### config.mk
export PLATFORM = sky130hd
export DESIGN_NAME = vbpm_cfg_regs
export DESIGN_NICKNAME = d
export VERILOG_FILES = /design/src/hdl/vbpm_pkg.sv /design/src/hdl/vbpm_cfg_regs.sv
export SDC_FILE = /design/constraint.sdc
export NUM_CORES = 1
export LEC_CHECK = 0
export ABC_CLOCK_PERIOD_IN_PS = 2200
export BUFFER_PORTS_ARGS = -buffer_cell sky130_fd_sc_hd__buf_2
export CAP_MARGIN = 20
export CORE_AREA = 5 5 127 99
export CTS_CLUSTER_DIAMETER = 80
export DETAILED_ROUTE_END_ITERATION = 12
export DIE_AREA = 0 0 132 104
export HOLD_SLACK_MARGIN = 0.08
export PLACE_DENSITY = 0.83
export SETUP_SLACK_MARGIN = 0.2
export SYNTH_ARGS = -nofsm -noshare
export SYNTH_HDL_FRONTEND = slang
export SYNTH_SLANG_ARGS = --single-unit
### constraint.sdc
create_clock -name clk -period 2.2 [get_ports clk]
set_clock_uncertainty 0.1 [all_clocks]
set_input_delay 0.11 -clock clk [delete_from_list [all_inputs] [get_ports clk]]
set_output_delay 0.11 -clock clk [all_outputs]
set_load 0.1 [all_outputs]
### src/hdl/vbpm_pkg.sv
// ----------------------------------------------------------------------------
// vbpm_pkg
// types, widths and reset values shared by the venetian blinds pixel mask
// ----------------------------------------------------------------------------
package vbpm_pkg;

    localparam int COORD_BITS_DEF = 12;
    localparam int PIX_W          = 12;
    localparam int CH_W           = 8;
    localparam int RGBA_W         = 4 * CH_W;
    localparam int CFG_IDX_W      = 3;
    localparam int CFG_DATA_W     = 32;
    localparam int OFS_W          = 14;   // doubled centre offset
    localparam int MUL_W          = 30;   // offset times direction
    localparam int SUM_W          = 32;   // projection sum
    localparam int PROJ_W         = 30;   // clamped projection
    localparam int PHASE_W        = 16;
    localparam int DIFF_W         = 23;
    localparam int GPROD_W        = 39;
    localparam int FACTOR_W       = 17;

    localparam logic [FACTOR_W-1:0] ONE_Q16    = 17'd65536;
    localparam logic [FACTOR_W-1:0] PASS_LIMIT = 17'd65470;

    localparam logic signed [15:0] DIR_X_RST        = 16'sd16384;
    localparam logic signed [15:0] DIR_Y_RST        = 16'sd0;
    localparam logic [12:0]        IMAGE_WIDTH_RST  = 13'd1920;
    localparam logic [12:0]        IMAGE_HEIGHT_RST = 13'd1080;
    localparam logic [27:0]        MAX_PROJ_RST     = 28'd31457280;
    localparam logic [31:0]        BLIND_SCALE_RST  = 32'd0;
    localparam logic signed [21:0] THRESHOLD_RST    = 22'sd0;
    localparam logic [14:0]        EDGE_GAIN_RST    = 15'd4265;

    typedef enum logic [CFG_IDX_W-1:0] {
        CFG_DIR_X          = 3'd0,
        CFG_DIR_Y          = 3'd1,
        CFG_IMAGE_WIDTH    = 3'd2,
        CFG_IMAGE_HEIGHT   = 3'd3,
        CFG_MAX_PROJECTION = 3'd4,
        CFG_BLIND_SCALE    = 3'd5,
        CFG_OPEN_THRESHOLD = 3'd6,
        CFG_EDGE_GAIN      = 3'd7
    } cfg_idx_t;

    typedef struct packed {
        logic signed [15:0] dir_x;
        logic signed [15:0] dir_y;
        logic [12:0]        image_width;
        logic [12:0]        image_height;
        logic [27:0]        max_projection;
        logic [31:0]        blind_scale;
        logic signed [21:0] open_threshold;
        logic [14:0]        edge_gain;
    } cfg_t;

endpackage

### src/hdl/vbpm_cfg_regs.sv
// ----------------------------------------------------------------------------
// vbpm_cfg_regs
// per-frame configuration registers with write decode and reset defaults
// ----------------------------------------------------------------------------
module vbpm_cfg_regs
(
    input  logic                                 clk,
    input  logic                                 rst_n,
    input  logic                                 cfg_write,
    input  logic [vbpm_pkg::CFG_IDX_W-1:0]       cfg_index,
    input  logic [vbpm_pkg::CFG_DATA_W-1:0]      cfg_data,
    output vbpm_pkg::cfg_t                       cfg
);

    vbpm_pkg::cfg_t cfg_reg;

    always_ff @(posedge clk or negedge rst_n)
    begin
        if (!rst_n)
        begin
            cfg_reg.dir_x          <= vbpm_pkg::DIR_X_RST;
            cfg_reg.dir_y          <= vbpm_pkg::DIR_Y_RST;
            cfg_reg.image_width    <= vbpm_pkg::IMAGE_WIDTH_RST;
            cfg_reg.image_height   <= vbpm_pkg::IMAGE_HEIGHT_RST;
            cfg_reg.max_projection <= vbpm_pkg::MAX_PROJ_RST;
            cfg_reg.blind_scale    <= vbpm_pkg::BLIND_SCALE_RST;
            cfg_reg.open_threshold <= vbpm_pkg::THRESHOLD_RST;
            cfg_reg.edge_gain      <= vbpm_pkg::EDGE_GAIN_RST;
        end
        else if (cfg_write)
        begin
            unique case (vbpm_pkg::cfg_idx_t'(cfg_index))
                vbpm_pkg::CFG_DIR_X:          cfg_reg.dir_x          <= cfg_data[15:0];
                vbpm_pkg::CFG_DIR_Y:          cfg_reg.dir_y          <= cfg_data[15:0];
                vbpm_pkg::CFG_IMAGE_WIDTH:    cfg_reg.image_width    <= cfg_data[12:0];
                vbpm_pkg::CFG_IMAGE_HEIGHT:   cfg_reg.image_height   <= cfg_data[12:0];
                vbpm_pkg::CFG_MAX_PROJECTION: cfg_reg.max_projection <= cfg_data[27:0];
                vbpm_pkg::CFG_BLIND_SCALE:    cfg_reg.blind_scale    <= cfg_data[31:0];
                vbpm_pkg::CFG_OPEN_THRESHOLD: cfg_reg.open_threshold <= cfg_data[21:0];
                vbpm_pkg::CFG_EDGE_GAIN:      cfg_reg.edge_gain      <= cfg_data[14:0];
                default:                      cfg_reg.edge_gain      <= cfg_reg.edge_gain;
            endcase
        end
    end

    assign cfg = cfg_reg;

endmodule

### Word level (Yosys, flattened, before mapping)

Cells that the tools add are included.

* bits in registers: 155
* bits of input ports: 38
* output and inout port bits: 155
* logic and storage cells: 24

* equal/unequal tests: 7
* reductions and logical operators: 9

Operator list (count)
* AND reduction 2 bit: 8
* equality test 3 bit, second input constant: 4
* equality test 3 x 2 -> 1 bit, second input constant: 2
* equality test 3 x 1 -> 1 bit, second input constant: 1
* zero test 3 bit: 1

### Longest topological paths before layout

* depth after elaboration: 2
* gate-level depth with buffers: 5
* mapped depth without buffers: 2

### Worst setup path after synthesis

No wires, ideal clock.

* path kind: input to register
* start point: input cfg_index[1] in the netlist's numbering
* end point: register cfg_reg (netlist bit cfg[145])
* path buffers: 2
* cell stages on the path: 4
* required time: 1974 ps
* path slack: 761 ps
* arrival time: 1212 ps
* setup time: 126 ps
* cells stage by stage: buf_4 -> nor4b_4 -> buf_8 -> mux2_4

* cells in the longest elaborated chain, start to end: 2

Ends and longest elaborated chain
* start, declared: line vbpm_cfg_regs.sv:10 `input logic [vbpm_pkg::CFG_IDX_W-1:0] cfg_index,`
* zero test 3 bit: line vbpm_cfg_regs.sv:32 `unique case (vbpm_pkg::cfg_idx_t'(cfg_index))`
* AND reduction 2 bit (no line)
* end, declared: line vbpm_cfg_regs.sv:15 `vbpm_pkg::cfg_t cfg_reg;`

Every way passes these cells.
A chain may end at the register's enable or synchronous reset.

### Worst setup path in the final report

* start point: register cfg_reg (netlist bit cfg[7])
* end point: output cfg[7] in the netlist's numbering

RTL lines
* end, declared: line vbpm_cfg_regs.sv:12 `output vbpm_pkg::cfg_t cfg`

No word-level cell between the ends.

==> flow_metrics.tcl <==
set metrics [dict create \
    post_cts_resized 0 \
    place_area_mm2 0.00702 \
    finalCriticalPeriod_ns 1.60 \
    num_antenna_cells 0 \
    dr.pass1.iters 4 \
    critPathMaxFanout 2 \
    path_delay_family "flip-flops" \
    netlist_area_mm2 0.00592 \
    gr-total-overflow 0 \
    yosysMostFrequentCell "mux2_2" \
    max_slew.worst_pin.slew_ns 0.617 \
    dp_hpwl_um 9740 \
    run_status "completed" \
    synth_area_leader_cell "dfrtp_1" \
    cpMaxStageDelayCell "dfstp_2" \
    cap_viol_max_count 0 \
    synth_edf_count 0 \
    ys_types 12 \
    grt_use_total_pct 22.1 \
    cts_hold_buf 33 \
    route.detailed.drc 0 \
    yosysTopAreaCellShare_pct 57.9 \
    clock_latency_ns 0.40 \
    clock_sinks 155 \
    stdcell_count 726 \
    postCtsSetupRepairBufs 0 \
    syn-num-nets 374 \
    drive_gt1_share_pct 69.9 \
    die_x_um 132 \
    largest_reg_flops 155 \
    fin_hold_ws_ns 0.119 \
    ys_warn_count 0 \
    syn_inst 336 \
    setup_violations 0 \
    num_io_pins 193 \
    cts.htree.levels 4 \
    die_y_um 104 \
    slew_viol_final 0 \
    routedWlPerCell_um 20.2 \
    fin_tns_setup_ns 0 \
    synthFlopType "dfrtp_1" \
    synthTopCellsByCount "145 x mux2_2, 137 x dfrtp_1, 18 x dfstp_2" \
    ys_seq_area_share_pct 65.9 \
    grt_start_max_net_pins 55 \
    cts_tree "yes" \
    min_period_over_period_pct 72.6 \
    cp-end-kind "output port" \
    timing.rr.start "cfg[9]$_DFFE_PN0P_" \
    fmax_mhz 627 \
    synthArstFlopShare_pct 100 \
    drt_iter0_drc 144 \
    routed_wl_um 14700 \
    vias_per_cell 5.27 \
    max_stage_delay_ns 0.55 \
    root_buffer "clkbuf_16" \
    cp_data_required_time_ns 1.99 \
    nFillCells 739 \
    placementRows 34 \
    final_area_mm2 0.00798 \
    hold_viol_final 0 \
    clkTransAtPathRegs_ns 0.06 \
    arrival_ns 1.39 \
    grt_pass1_wl_um 24100 \
    multi_input_area_mm2 0.00188 \
    synth_seq_cells 155 \
    regArea_mm2 0.00390 \
    nets 607 \
    rsz0062_at_grt "no" \
    place_inst 661 \
    path_depth 1 \
    cts_buffers 17 \
    crit_start "cfg[7]$_DFFE_PN1P_" \
    syn_to_final_growth_pct 34.7 \
    worstPathCellList "buf_2" \
    design.core.area_mm2 0.0113 \
    start_util_pct 52.5 \
    start_kind "flip-flop" \
    syn_area_per_cell_um2 17.6 \
    dieArea_mm2 0.0137 \
    crit_type "reg2out" \
    io_buffers 192 \
    antenna_found_initial 0 \
    num_vias 3824 \
    clock_path_buffers 2 \
    place.gp.congestion 0.788 \
    critPathBufInv 1 \
    antenna_left 0 \
    hp-class "in2async" \
    grt_pass1_vias 4263 \
    synthTopCellsByArea "dfrtp_1 58%, mux2_2 28%, dfstp_2 8.0%" \
    reg2reg_depth 1 \
    maxSlewHeadroom_pct 58.8 \
]
-- kinds of logic after synthesis --
group         after synthesis  synth area share, %
simple gates                8                 1.69
buf+inv                    18                 2.28
flops                     155                 65.9
mux                       155                 30.1
-- routing by layer --
metal	track usage [%]	vias to the layer above	wire length [um]
li1	-	1670	-
met1	27.8	1987	6160
met2	35.3	142	7080
met3	8.61	25	1160
met4	7.56	0	273
met5	0	-	0
-- cell usage in the layout, fill, tap and decap left out, drive strengths merged --
| cell | count |
|---|---|
| buf | 199 |
| mux2 | 155 |
| dfrtp | 137 |
| dlygate4sd3 | 33 |
| clkbuf | 19 |
| dfstp | 18 |
| bufinv | 4 |
| and4bb | 3 |
| nand4b | 3 |
| clkinvlp | 3 |
| inv | 3 |
| clkinv | 3 |
| nand4 | 1 |
| nor4b | 1 |
-- final timing paths --
path | endpoint | slack [ns]
max | cfg[7] | 0.60
min | cfg[85]$_DFFE_PN0P_ | 0.12
max reg2reg | cfg[9]$_DFFE_PN0P_ | 1.31
min reg2reg | cfg[109]$_DFFE_PN0P_ | 0.40
max in group asynchronous | cfg[3]$_DFFE_PN1P_ | 1.15
min in group clk | cfg[154]$_DFFE_PN0P_ | 0.34
-- stage by stage --
step           setup slack, ns  utilization, %
2_1_floorplan            0.761               -
6_report                 0.604            70.8
3_5_place_dp             0.530            62.3
5_1_grt                  0.571            70.8
4_1_cts                  0.591            70.8
3_3_place_gp             0.565            62.3
-- final cells by class --
class,instances,area share [%]
flip-flops and latches,155,48.9
well taps,144,2.26
clock inverters,13,2.40
repair buffers,232,17.4
clock buffers,19,5.43
multi-input cells,163,23.6
Power is left out: the tool's default activity adds up to more than one toggle a clock period on the data nets, which glitch-free logic cannot reach.
